### config.mk
export PLATFORM = sky130hd
export DESIGN_NAME = bht_way_logic
export DESIGN_NICKNAME = d
export VERILOG_FILES = /design/src/hw/rtl/bht_pkg.sv /design/src/hw/rtl/bht_way_logic.sv
export SDC_FILE = /design/constraint.sdc
export NUM_CORES = 1
export LEC_CHECK = 0
export BUFFER_PORTS_ARGS = -buffer_cell sky130_fd_sc_hd__buf_2
export CAP_MARGIN = 20
export CORE_AREA = 5 5 252 254
export DETAILED_ROUTE_END_ITERATION = 8
export DIE_AREA = 0 0 257 259
export PLACE_DENSITY = 0.43
export RECOVER_POWER = 100
export SLEW_MARGIN = 20
export SYNTH_ARGS = -nofsm -noshare
export SYNTH_HDL_FRONTEND = slang
export SYNTH_SLANG_ARGS = --single-unit
export TNS_END_PERCENT = 5
### constraint.sdc
create_clock -name vclk -period 7
set_input_delay 1.4 -clock vclk [all_inputs]
set_output_delay 1.4 -clock vclk [all_outputs]
set_load 0.02 [all_outputs]
### src/hw/rtl/bht_pkg.sv
// ============================================================================
// bht_pkg
// Shared types, sizes and helpers for the breakpoint hash table.
// ============================================================================
package bht_pkg;

    localparam int BUCKETS  = 256;
    localparam int WAYS     = 4;
    localparam int ADDR_W   = 64;
    localparam int FLAGS_W  = 8;
    localparam int BUCKET_W = $clog2(BUCKETS);

    localparam logic [0:0] FUNC_LOOKUP = 1'b0;
    localparam logic [0:0] FUNC_SET    = 1'b1;

    localparam logic STATUS_DONE = 1'b0;
    localparam logic STATUS_FULL = 1'b1;

    // One bucket: every way's key and flags, stored as one memory word.
    typedef struct packed {
        logic [WAYS-1:0][ADDR_W-1:0]  keys;
        logic [WAYS-1:0][FLAGS_W-1:0] flags;
    } row_t;

    typedef struct packed {
        logic                en;
        logic [BUCKET_W-1:0] bucket;
        row_t                row;
    } wr_req_t;

    typedef struct packed {
        logic [FLAGS_W-1:0] found_flags;
        logic               status;
    } result_t;

    // The bucket keeps the low bits of the wrapping 32-bit sum of the address halves.
    // BUCKETS is a power of two.
    function automatic logic [BUCKET_W-1:0] bucket_of(input logic [ADDR_W-1:0] addr);
        logic [31:0] sum;
        begin
            sum = addr[63:32] + addr[31:0];
            bucket_of = sum[BUCKET_W-1:0];
        end
    endfunction

endpackage

### src/hw/rtl/bht_way_logic.sv
// ============================================================================
// bht_way_logic
// Way match, lookup result and row update for one bucket.
// ============================================================================
module bht_way_logic
    import bht_pkg::*;
(
    input  row_t               row,
    input  logic [0:0]         func,
    input  logic [ADDR_W-1:0]  addr,
    input  logic [FLAGS_W-1:0] new_flags,
    output logic               wr_en,
    output row_t               new_row,
    output result_t            result
);

    logic [WAYS-1:0]    hit;
    logic [WAYS-1:0]    free;
    logic [WAYS-1:0]    first_free;
    logic [FLAGS_W-1:0] hit_flags;
    logic               hit_any;
    logic               free_any;
    logic               do_insert;

    always_comb
    begin
        hit_flags = '0;
        for (int w = 0; w < WAYS; w++)
        begin
            hit[w]    = (row.flags[w] != '0) && (row.keys[w] == addr);
            free[w]   = (row.flags[w] == '0);
            hit_flags = hit_flags | (hit[w] ? row.flags[w] : '0);
        end
        hit_any  = |hit;
        free_any = |free;

        // The lowest-numbered free way takes an insert.
        first_free = '0;
        for (int w = WAYS - 1; w >= 0; w--)
        begin
            if (free[w])
            begin
                first_free    = '0;
                first_free[w] = 1'b1;
            end
        end

        do_insert = (func == FUNC_SET) && !hit_any && (new_flags != '0) && free_any;
        wr_en     = ((func == FUNC_SET) && hit_any) || do_insert;

        new_row = row;
        for (int w = 0; w < WAYS; w++)
        begin
            if (hit[w])
            begin
                new_row.flags[w] = new_flags;
            end
            else if (do_insert && first_free[w])
            begin
                new_row.flags[w] = new_flags;
                new_row.keys[w]  = addr;
            end
        end

        result.found_flags = (func == FUNC_LOOKUP) ? hit_flags : '0;
        result.status      = ((func == FUNC_SET) && !hit_any && (new_flags != '0) && !free_any)
                             ? STATUS_FULL : STATUS_DONE;
    end

endmodule

# Word-level counts from Yosys, hierarchy flattened
# Cells that the tools add are included.
# op_classes
n_addsub	0
mul	0
div_mod_pow	0
n_lt_le_gt_ge	0
n_eq_ne	4
shift	0
muxes	26
bitwise_logic	3
reduce_logical	27
# op_table
op	n
$mux W64	8
$eq A64 B64 Y1	4
$mux W8	13
$reduce_bool A8 Y1	5
$logic_not A8 Y1	4
$or A8 B8 Y8	3
$mux W4	4
$logic_and A1 B1 Y1	13
$reduce_or A4 Y1	2
$logic_not A1 Y1	2
$logic_or A1 B1 Y1	1
$mux W1	1
# word_totals
register_bits	0
latch_bits	0
ram_bits	0
rom_bits	0
input_bits	361
word_cells	60
memories	0

# Depth between registers and ports, before layout
# Gate-level depths: netlist of the first run.
# logic_depth
ltp_word	10
mapped_depth	10
mapped_depth_nobuf	7

# Least setup slack after synthesis of the first run
# Ideal clock, no wire load.
# synth_timing
path_type	input-to-output
start	input addr[44]
end	output new_row[10] (netlist name)
arrival_time_ps	3905
required_time_ps	5600
setup_slack_ps	1695
cell_stages	9
path_buffers	2
cell_sequence	buf_2 xor2_1 nor4_1 nand3_1 or3_4 or4_1 buf_6 a41oi_4 mux2_2
# synth_lines
element	line	text
from (decl)	bht_way_logic.sv:10	input logic [ADDR_W-1:0] addr,
to (decl)	bht_way_logic.sv:13	output row_t new_row,

==> reports/results.md, run 1 <==
STA
- worst slew pin tran: 1.105 ns
- Final Max Tran Viols: 0
- minimum clock period after layout: 6.879 ns
- final period utilization: 0.9828
- Max-Slew Margin vs Limit: 0.2568
- unrepaired setup endpoints after global routing: no
- final hold violations: 0
- worst hold slack across all endpoints: 3.183 ns
- Highest Clock Rate: 145.4 MHz
- final setup fails: 0
- post-layout worst setup margin: 0.1207 ns
- setup tns final: 0 ns

Floorplan
- height of the chip: 259 µm
- die width: 257 µm
- core footprint: 61030 µm²
- effective utilization at floorplan: 0.1293
- area enclosed by the die boundary: 66560 µm²
- number of placed I/O pins: 659
- number of standard-cell rows in the floorplan: 91

Drt
- remaining design rule violation count: 0
- per-cell routed wire length: 33.43 µm
- detailed-routing iteration count for the pre-antenna-repair pass: 5
- final wirelength: 76.96 mm
- DR vias: 10.26k
- detailed-route vias per instance: 4.457
- Final ANT Viol Nets: 0
- Detailed Route Iter0 Violations: 535

Critical path
- critical path's top delay family: simple AND/OR/NAND/NOR gates
- Crit path required time: 5.60 ns
- critical path start-end classification: in -> out
- standard cell with the maximum stage delay on the critical path: sky130_fd_sc_hd__nor4_1
- nature of the critical path startpoint: input pin
- crit-path cells: clkbuf_1 > xor2_1 > nor4_1 > nand4_1 > or3_1 > a2bb2oi_2 > nand4_1 > clkbuf_4 > mux2_2 > clkbuf_1
- critical path endpoint category: primary output
- worst-path fanout max: 37
- data arrival time of the critical path: 5.48 ns
- Critical path buffers and inverters: 3
- delay of the slowest critical-path stage: 0.86 ns

Global routing
- global-route wire length before repair: 99.99 mm
- GR Overflow Total: 0
- pin count of the biggest net entering global routing: 48
- number of antenna violations at the first check in global routing: 9
- global-route total usage across every layer: 0.2154
- vias in the first global route: 10.93k

Power and ir drop
- power consumption: 884.8 µW
- power per unit of standard cell area: 77.10 nW/µm²
- worst vdd rail ir drop: 0.03331 mV
- Static Leakage: 4.639 nW

Logic synthesis
- area of the mapped netlist: 7893 µm²
- number of warnings issued by yosys: 0
- dominant combinational cell family by area after synthesis: multiplexers
- Simple-Gate Fraction of Synth Area: 0.1823
- compound-cell area share of the yosys netlist: 0.03773
- Avg Inst Size Synth: 8.673 µm²
- synthesized-area fraction occupied by xor and xnor cells: 0.2841
- share of synthesized area spent on multiplexers: 0.4161
- number of instances in the synthesized netlist: 910
- Synth cell types: 41
- sequential area share after synthesis: 0
- synthesized-area fraction occupied by adder cells: 0
- Synthesized Nets: 1271

Min path
- number of instances on the worst hold path: 3
- Tightest Hold Check Type: in -> out
- Worst Hold Launch: row[231]
- hold endpoint: new_row[231]

Layout
- non-filler instance count after layout: 2302
- commonest cells after routing, fill and taps aside: sky130_fd_sc_hd__buf_2 (415), sky130_fd_sc_hd__mux2_2 (263), sky130_fd_sc_hd__xor2_1 (254)
- most common library cell in the layout ignoring fill and taps: sky130_fd_sc_hd__buf_2
- area taken by flip-flops and latches: 0 µm²
- proportion of layout cells with a drive suffix above 1: 0.4782
- number of fillers in the final layout: 7121
- Core Util, Final: 0.1880
- n_diodes: 0
- final non-filler cell area: 11480 µm²
- nets: 1875
- Seq cells: 0
- Area growth syn-to-layout: 45.40%
- layout clock buffer count: 0

Placement
- HPWL reported at the end of detailed placement: 69.72 mm
- last weighted congestion value of the routability-driven placer: 0.8897
- Buffers on Ports: 659
- placed instance count: 2302
- instance area at placement: 11930 µm²
- setup slack after placement: 0.5977 ns

Flow run
- number of max-cap violations: 0

Clock network
- number of cells upsized or downsized after cts: 0
- Setup Fix Bufs, Post-CTS: 0
- hold buffer count at cts: 0

Run status
- run status: complete, no violations

-- synthesized netlist by cell type (all sizes together) --
cell,n,share of area
a211oi,5,0.0048
a21oi,4,0.0025
a22oi,11,0.010
a2bb2oi,1,0.0019
a311oi,1,0.0011
a31o,1,0.0011
a31oi,6,0.0067
a41oi,2,0.0070
and2,4,0.0033
and3,1,0.00079
and4,2,0.0022
buf,84,0.075
clkbuf,9,0.0043
inv,1,0.00048
mux2,289,0.42
nand2,31,0.015
nand3,9,0.0057
nand4,25,0.026
nand4b,1,0.0011
nor2,14,0.0067
nor3,6,0.0038
nor4,136,0.11
nor4b,1,0.0011
o2111ai,1,0.0011
o31a,1,0.0011
or2,1,0.00079
or3,3,0.0030
or4,3,0.0029
or4b,1,0.0013
xnor2,2,0.0022
xor2,254,0.28
-- final cells by class --
cell class	instances	area (µm²)	area share
Inverter	1	3.754	0.0003271
Timing Repair Buffer	695	3301	0.2876
Tap cell	790	988.4	0.08613
Multi-Input combinational cell	816	7183	0.6259
-- power by group --
part / internal (mW) / total (mW) / leakage (nW) / switching (mW)
clock: 0 / 0 / 0 / 0
sequential: 0 / 0 / 0 / 0
combinational: 0.259 / 0.885 / 4.64 / 0.626
-- worst max-delay path by stage --
stage / end / depth (start not counted) / start
2_1_floorplan: new_row[10] / 9 / addr[44]
3_3_place_gp: new_row[87] / 10 / addr[42]
3_5_place_dp: new_row[137] / 10 / addr[46]
4_1_cts: new_row[137] / 10 / addr[46]
5_1_grt: new_row[211] / 10 / addr[63]
6_report: new_row[271] / 10 / addr[63]
-- cells by family (layout without fill, tap and decap cells) --
family          count (synthesis)  in the layout
xor+xnor                      256            256
simple gates                  238            238
mux                           289            289
buf+inv                        94            696
compound gates                 33             33
-- metal layers --
layer,up-vias,GRT usage,wire length (µm)
li1,4607,-,-
met2,507,0.4044,39500
met5,-,0,27
met4,4,0.01864,983
met1,5093,0.2736,33160
met3,49,0.02665,3284
-- tightest hold or removal path, delay by kind of cell --
family	cells	cell delay [ns]
buf+inv	2	0.25
mux	1	0.13
Power figures use the tool's default switching activity.
==> run 2, diff against run 1 <==
Settings changed: ABC_AREA set to 1, CORE_AREA 5 5 252 254 to 5 5 250 252, DIE_AREA 0 0 257 259 to 0 0 255 257, PLACE_DENSITY 0.43 to 0.45.
Clock period 7 ns to 8.4 ns, I/O delays scaled along.
==> reports/results.md, run 2 <==
Critical path
- delay of the slowest critical-path stage: 0.67 ns, -0.19 ns
- data arrival time of the critical path: 5.73 ns, +0.25 ns
- critical path start-end classification: in -> out
- worst-path fanout max: 48, +30%
- standard cell with the maximum stage delay on the critical path: sky130_fd_sc_hd__nand3_4
- Critical path buffers and inverters: 4, +1
- Crit path required time: 6.72 ns, +1.12 ns
- cell with the most instances on the worst path: sky130_fd_sc_hd__nor2_1
- critical path endpoint category: primary output
- nature of the critical path startpoint: input pin
- crit-path cells: clkbuf_1 > xor2_1 > nor2_1 > nand2_1 > nor2_1 > nand2_1 > nor2_1 > nand3_1 > nand2_1 > nor2_1 > nand3_4 > buf_12 > buf_4 > o21ai_0 > buf_2
- critical path's top delay family: simple AND/OR/NAND/NOR gates

Layout
- most common library cell in the layout ignoring fill and taps: sky130_fd_sc_hd__nand2_1
- area taken by flip-flops and latches: 0 µm², unchanged
- layout clock buffer count: 0, unchanged
- proportion of layout cells with a drive suffix above 1: 0.2165, -0.2617
- final non-filler cell area: 12210 µm², +6.4%
- Area growth syn-to-layout: 39.90%
- commonest cells after routing, fill and taps aside: sky130_fd_sc_hd__nand2_1 (755), sky130_fd_sc_hd__buf_2 (475), sky130_fd_sc_hd__clkbuf_1 (186)
- nets: 2760, +47%
- number of fillers in the final layout: 7362, +3.4%
- Seq cells: 0, unchanged

Logic synthesis
- post-synth top area cell: sky130_fd_sc_hd__nand2_1
- Avg Inst Size Synth: 4.772 µm², -45%
- number of warnings issued by yosys: 0, unchanged
- number of instances in the synthesized netlist: 1829, +100%
- most used standard cell by instance count after synthesis: sky130_fd_sc_hd__nand2_1
- post-synth top area share: 0.3230, -0.06079
- sequential area share after synthesis: 0, unchanged
- Synthesized Nets: 2190, +72%
- area of the mapped netlist: 8727 µm², +11%
- top post-synthesis cells by area: sky130_fd_sc_hd__nand2_1 (32%), sky130_fd_sc_hd__xnor2_1 (15%), sky130_fd_sc_hd__o21ai_1 (11%)
- Synth cell types: 37, -9.8%
- Commonest cells post-synth: sky130_fd_sc_hd__nand2_1 (751), sky130_fd_sc_hd__o21ai_1 (184), sky130_fd_sc_hd__nor2_1 (179)

Drt
- DR vias: 14.00k, +36%
- final wirelength: 80.16 mm, +4.2%
- detailed-route vias per instance: 4.400, -1.3%
- Detailed Route Iter0 Violations: 1079, +100%
- per-cell routed wire length: 25.18 µm, -25%
- remaining design rule violation count: 0, unchanged
- detailed-routing iteration count for the pre-antenna-repair pass: 5, unchanged
- Final ANT Viol Nets: 0, unchanged

Run status
- run status: complete, no violations

STA
- final hold violations: 0, unchanged
- Max-Slew Margin vs Limit: 0.2879, +0.03108
- setup tns final: 0 ns, unchanged
- worst slew pin tran: 1.066 ns, -0.03870 ns
- final period utilization: 0.8825
- final setup fails: 0, unchanged
- minimum clock period after layout: 7.413 ns
- Final Max Tran Viols: 0, unchanged
- Highest Clock Rate: 134.9 MHz
- unrepaired setup endpoints after global routing: no

Global routing
- number of antenna violations at the first check in global routing: 10, +1
- vias in the first global route: 13.40k, +23%
- pin count of the biggest net entering global routing: 73, +52%
- global-route total usage across every layer: 0.2273, +0.01187
- GR Overflow Total: 0, unchanged
- global-route wire length before repair: 106.5 mm, +6.5%

Clock network
- hold buffer count at cts: 0, unchanged
- number of cells upsized or downsized after cts: 0, unchanged
- Setup Fix Bufs, Post-CTS: 0, unchanged

Placement
- HPWL reported at the end of detailed placement: 72.36 mm, +3.8%
- last weighted congestion value of the routability-driven placer: 0.9578, +7.7%
- instance area at placement: 12470 µm², +4.5%
- Buffers on Ports: 659, unchanged

Power and ir drop
- net switching share of the total power: 0.7097, +0.002392
- portion of total power attributed to sequential cells: 0, unchanged
- internal power component: 227.6 µW, -12%
- Static Leakage: 6.550 nW, +41%
- clock power share: 0, unchanged
- power per unit of standard cell area: 64.21 nW/µm², -17%
- power dissipated by switching net loads: 556.4 µW, -11%
- combinational share of power: 1.000, about the same
- worst vdd rail ir drop: 0.03019 mV, -9.4%

Flow run
- number of max-cap violations: 0, unchanged

Min path
- Tightest Hold Check Type: in -> out

Floorplan
- die width: 255 µm, -0.78%
- height of the chip: 257 µm, -0.77%
- number of standard-cell rows in the floorplan: 90, -1.1%
- number of placed I/O pins: 659, unchanged
- area enclosed by the die boundary: 65540 µm², -1.5%
- effective utilization at floorplan: 0.1457, +0.01635
- core footprint: 59910 µm², -1.8%

==> run 2: changes by cell type after synthesis, sizes merged, moves of 145 or more <==
| cell | change |
|---|---|
| mux2 | -289 |
| xnor2 | +145 |
| inv | +183 |
| xor2 | -236 |
| nor2 | +170 |
| o21ai | +272 |
| nand2 | +725 |
==> run 2: cell type report <==
type	count	area [µm²]	share of cell area
Timing Repair Buffer	669	3173	0.2599
Inverter	185	694.4	0.05688
Antenna cell	4	10.01	0.0008198
Tap cell	782	978.4	0.08014
Multi-Input combinational cell	1543	7353	0.6023
==> run 2: per-stage QoR <==
stage | util | power [mW] | hold WS, ns | setup slack, ns | cells
finish | 0.2038 | 0.7840 | 3.720 | 0.9873 | 3183
global route | 0.2038 | 0.8424 | 3.742 | 0.7221 | 3183
CTS | 0.2081 | 0.8036 | 3.720 | 1.609 | 3179
detailed placement | 0.2081 | 0.8004 | 3.716 | 1.622 | 3179
global placement | 0.2081 | 0.8001 | 3.718 | 1.639 | 3179
floorplan | - | 0.3838 | 3.529 | 3.243 | 1829
==> run 2: worst min-delay path, delay by kind of cell <==
family	cells	cell delay [ns]
and+or+nand+nor	1	0.05
AOI/OAI and AO/OA	1	0.05
buffers and inverters	2	0.26
==> run 2: cells by family (layout without fill, tap and decap cells) <==
family          after synthesis  in the layout  share of synthesized area
other cells                   0              4                          0
buf+inv                     286            854                     0.1561
simple gates               1098           1098                     0.5167
compound gates              280            280                     0.1616
xor+xnor                    165            165                     0.1656
==> run 2: final timing paths <==
check     start      endpoint  slack, ns  cells after the start
max    addr[47]  new_row[265]       0.99                     15
min    row[205]  new_row[205]       3.72                      4
==> run 2: power by group through the flow <==
stage          Sequential, mW    Clock (mW)  Combinational [mW]
6_report                    0  0.0000000640               0.784
5_1_grt                     0  0.0000000639               0.842
4_1_cts                     0             0               0.804
3_5_place_dp                0             0               0.800
3_3_place_gp                0             0               0.800
2_1_floorplan               0             0               0.384
==> run 2: routing by layer <==
layer | track usage | part of all wire | vias to the layer above
met5 | 0 | 0.00060 | -
met4 | 0.03605 | 0.019 | 8
met3 | 0.02373 | 0.053 | 69
met2 | 0.4083 | 0.49 | 598
met1 | 0.2978 | 0.44 | 6490
li1 | - | - | 6839
